## src/rtl/fjpe_sqrt_stage.sv

```systemverilog
// One registered digit step of the restoring square root.
module fjpe_sqrt_stage #(
   parameter int unsigned STEP = 0
) (
   input  logic        clock,
   input  logic [64:0] rem_in,
   input  logic [31:0] root_in,
   output logic [64:0] rem_out,
   output logic [31:0] root_out
);
   logic [64:0] rem_ff, rem_in_n, trial;
   logic [31:0] root_ff, root_in_n;

   // Try the next root bit: trial = (4*root+1) << 2*(31-STEP)
   always_comb begin
      trial = {31'd0, root_in, 2'b01} << (2 * (31 - STEP));
      if (rem_in >= trial) begin
         rem_in_n = rem_in - trial;
         root_in_n = {root_in[30:0], 1'b1};
      end else begin
         rem_in_n = rem_in;
         root_in_n = {root_in[30:0], 1'b0};
      end
   end

   always_ff @(posedge clock) begin
      rem_ff <= rem_in_n;
      root_ff <= root_in_n;
   end

   assign rem_out = rem_ff;
   assign root_out = root_ff;
endmodule

```

## config.mk

```make
export PLATFORM = sky130hd
export DESIGN_NAME = fjpe_sqrt_stage
export DESIGN_NICKNAME = d
export VERILOG_FILES = /design/src/rtl/fjpe_sqrt_stage.sv
export SDC_FILE = /design/constraint.sdc
export NUM_CORES = 1
export LEC_CHECK = 0
export ABC_AREA = 0
export BUFFER_PORTS_ARGS = -buffer_cell sky130_fd_sc_hd__buf_2
export CELL_PAD_IN_SITES_DETAIL_PLACEMENT = 1
export CELL_PAD_IN_SITES_GLOBAL_PLACEMENT = 1
export CORE_MARGIN = 2
export CORE_UTILIZATION = 28
export CTS_BUF_LIST = sky130_fd_sc_hd__clkbuf_4 sky130_fd_sc_hd__clkbuf_8
export DETAILED_ROUTE_END_ITERATION = 6
export PLACE_DENSITY = 0.92
export SKIP_LAST_GASP = 1
export SLEW_MARGIN = 20
export SYNTH_ARGS = -nofsm -noshare
export SYNTH_HDL_FRONTEND = slang
export SYNTH_SLANG_ARGS = --single-unit
```

## constraint.sdc

```tcl
create_clock -name clock -period 2.3 [get_ports clock]
set_clock_uncertainty 0.2 [all_clocks]
set_input_delay 0.23 -clock clock [delete_from_list [all_inputs] [get_ports clock]]
set_output_delay 0.23 -clock clock [all_outputs]
set_load 0.02 [all_outputs]
```

==> impl_metrics.ini <==
[run_status]
outcome = finished clean

[grt]
grt_usage = 0.2110
antenna_found_initial = 2
grt_overflow = 0
grt_max_degree = 18
grt_pass1_vias = 2547
grt_first_pass_wirelength_um = 13240

[power]
leakage_nw = 2.155
vdd_drop_max_mv = 0.3773
p_per_area_nw_per_um2 = 750.7

[clocking]
cts_resized = 0
numClockSinks = 97
htree_levels = 3
clkSlewWorstSetupHoldPaths_ps = 100
clockRootBuffer = clkbuf_8
post_cts_buffers = 0
cts_max_path_buffers = 2
tritoncts = done
cts-buffers-inserted = 9

[yosys]
synth_commonest_cells = 97 x dfxtp_1, 12 x nor4_1, 4 x inv_1, 4 x nand4_1
synth_top_family_by_area = simple AND/OR/NAND/NOR gates
synth_top_area_share = 0.8788
synthMuxAreaShare = 0.01133
synthesis.area_sq_um = 2210
synth.distinct_cells = 12
synth_compound_area_frac = 0.003398
yosysMostFrequentCell = dfxtp_1
synth_fa_ha_area_frac = 0.01699
ys_ff_latch = 97
yosysSeqAreaShare = 0.8788
synth_edf_count = 0
async_reset_ff_frac = 0
synth_flop_cell = dfxtp_1
synthTopCellsByArea = dfxtp_1 88%, nor4_1 3.4%, ha_1 1.7%
yosys_warnings = 0
synthSimpleGateAreaFrac = 0.07475
synth.avg_cell_area_sq_um = 16.87
synth_largest_area_cell = dfxtp_1
synth_xor_area_frac = 0.007928
syn_nets = 232
syn-instance-count = 131

[drt]
top_layer = met4
drt_wl_total_um = 9017
dr_total_vias = 2199
post_drt_wl_per_cell_um = 16.67
wl_met3_um = 674
firstDrtPassIters = 4
dr_wl_met2_um = 5235
ant_nets = 0
viasPerCell = 4.065
met1_length_um = 2953
drc_errors = 0
drt_iter0_markers = 37

[setup_path]
slowest_stage = dlygate4sd3_1
cp_cell_sequence = dlygate4sd3_1, buf_2, nor4_1, nand4_1, nor4_2, nor3_2, mux2_4
cp_max_fo = 4
arrival_ps = 2290
start_kind = input pin
crit_family = simple AND/OR/NAND/NOR gates
critPathRequiredTime_ps = 2350
path_class = input pin to flip-flop
cp.buffers_inverters = 2
end_kind = flip-flop
critical_path.max_stage_delay_ps = 540

[placed_design]
io_buffers = 193
gp_congestion = 0.6912
hpwl_um = 5675

[min_path]
worstHoldStart = rem_in[64]
holdPathEnd = root_out[0]
min_path_cells = 4
hold_class = input pin to flip-flop

[sta]
tightest_slew_ps = 565.3
final-hold-violation-count = 0
relSlewSlack = 0.6197
setup_viol = 0
max_freq_mhz = 446.9
timing.hold.ws_ps = 70.74
fin_crit_sh = 0.9728
fin_setup_tns_ps = 0
rsz0062_at_grt = no
drv_slew = 0
period_needed_ps = 2237

[final_layout]
area_delta_synth_final_pct = 102.0
post_route_cells_drive_above_1_share = 0.4920
final_nets = 533
final_util = 0.5807
fillers = 833

[floorplanning]
core-area_sq_um = 7687
die_h_um = 92.84
start_util = 0.2874
die_w_um = 92.84
rows = 32
die_area_sq_um = 8618
io_pins = 195

[flow_run]
maxCapViolCount = 0
-- layout make-up --
type | instances | area [sq um] | share of cell area
diodes | 2 | 5.005 | 0.001121
clock buffers | 10 | 137.6 | 0.03083
clock inverters | 6 | 50.05 | 0.01121
inverters | 4 | 15.01 | 0.003363
multi-input cells | 30 | 252.7 | 0.05661
flip-flops and latches | 97 | 1942 | 0.4350
well taps | 102 | 127.6 | 0.02859
repair buffers | 290 | 1934 | 0.4333
-- metal layers --
layer,vias to the layer above,global-route usage
li1,1054,-
met1,1021,0.1848
met2,112,0.4275
met3,12,0.07242
met4,0,0.08333
met5,-,0
-- registers in the layout, summed over array words and instances (netlist names) --
signal    count
root_out     32
rem_out      65
-- logic make-up (layout without fill, tap and decap cells) --
kind of cell	Yosys count	in the layout
and+or+nand+nor	22	22
buffers and inverters	4	310
muxes	2	2
DFF	97	97
xor gates and xnor gates	2	2
adders and majority gates	3	3
AOI/OAI and AO/OA	1	1
other	0	2
-- tightest hold or removal path, stage by stage --
cell    delay (ps)
buf_2           90
ha_1           150
nor3_2          80
inv_1           60
-- through the flow --
stage	setup slack [ps]	cell area [sq um]	total power, mW	instances
finish	62.57	4464	3.351	541
global route	25.16	4464	3.511	541
CTS	44.33	4459	3.373	539
detailed placement	123.0	3311	2.202	427
global placement	123.1	3311	2.186	427
floorplan	516.0	2210	1.994	131
-- worst max path at each step --
| stage | startpoint | endpoint | slack [ps] | cells past startpoint |
|---|---|---|---|---|
| after floorplan | root_in[0] | rem_out[64] | 520 | 7 |
| after global routing | rem_in[62] | rem_out[64] | 30 | 8 |
| after global placement | rem_in[48] | rem_out[64] | 120 | 6 |
| after CTS | rem_in[51] | rem_out[64] | 40 | 7 |
| final | rem_in[51] | rem_out[64] | 60 | 7 |
| after detailed placement | rem_in[48] | rem_out[64] | 120 | 6 |
-- cells in the final DEF, fill, tap and decap left out --
| master | netlist | final |
|---|---|---|
| dfxtp_1 | 97 | 97 |
| nor4_1 | 12 | 12 |
| mux2i_1 | 1 | 1 |
| ha_1 | 3 | 3 |
| inv_6 | 0 | 2 |
| buf_4 | 0 | 1 |
| clkinv_4 | 0 | 1 |
| diode_2 | 0 | 2 |
| dlygate4sd3_1 | 0 | 96 |
| mux2_4 | 1 | 1 |
| nor4b_1 | 2 | 2 |
| inv_1 | 4 | 4 |
| clkinv_2 | 0 | 1 |
| o21a_1 | 1 | 1 |
| inv_8 | 0 | 1 |
| nor4_2 | 3 | 3 |
| clkinvlp_4 | 0 | 1 |
| clkbuf_8 | 0 | 10 |
| buf_2 | 0 | 193 |
| nand4_1 | 4 | 4 |
| nor3_2 | 1 | 1 |
| xnor2_1 | 2 | 2 |
-- where the power goes --
part / switching (mW) / total, mW / internal [mW]
Combinational: 0.255 / 0.502 / 0.247
Sequential: 0.0248 / 1.80 / 1.78
Clock: 0.611 / 1.05 / 0.439
Total: 0.890 / 3.35 / 2.46
-- what timing repair did --
action                                  CTS  global route
hold buffers                             96             0
endpoints found under the setup margin    0             0
hold endpoints to repair                 96             0
No activity file was read; power rests on OpenSTA's default activity.
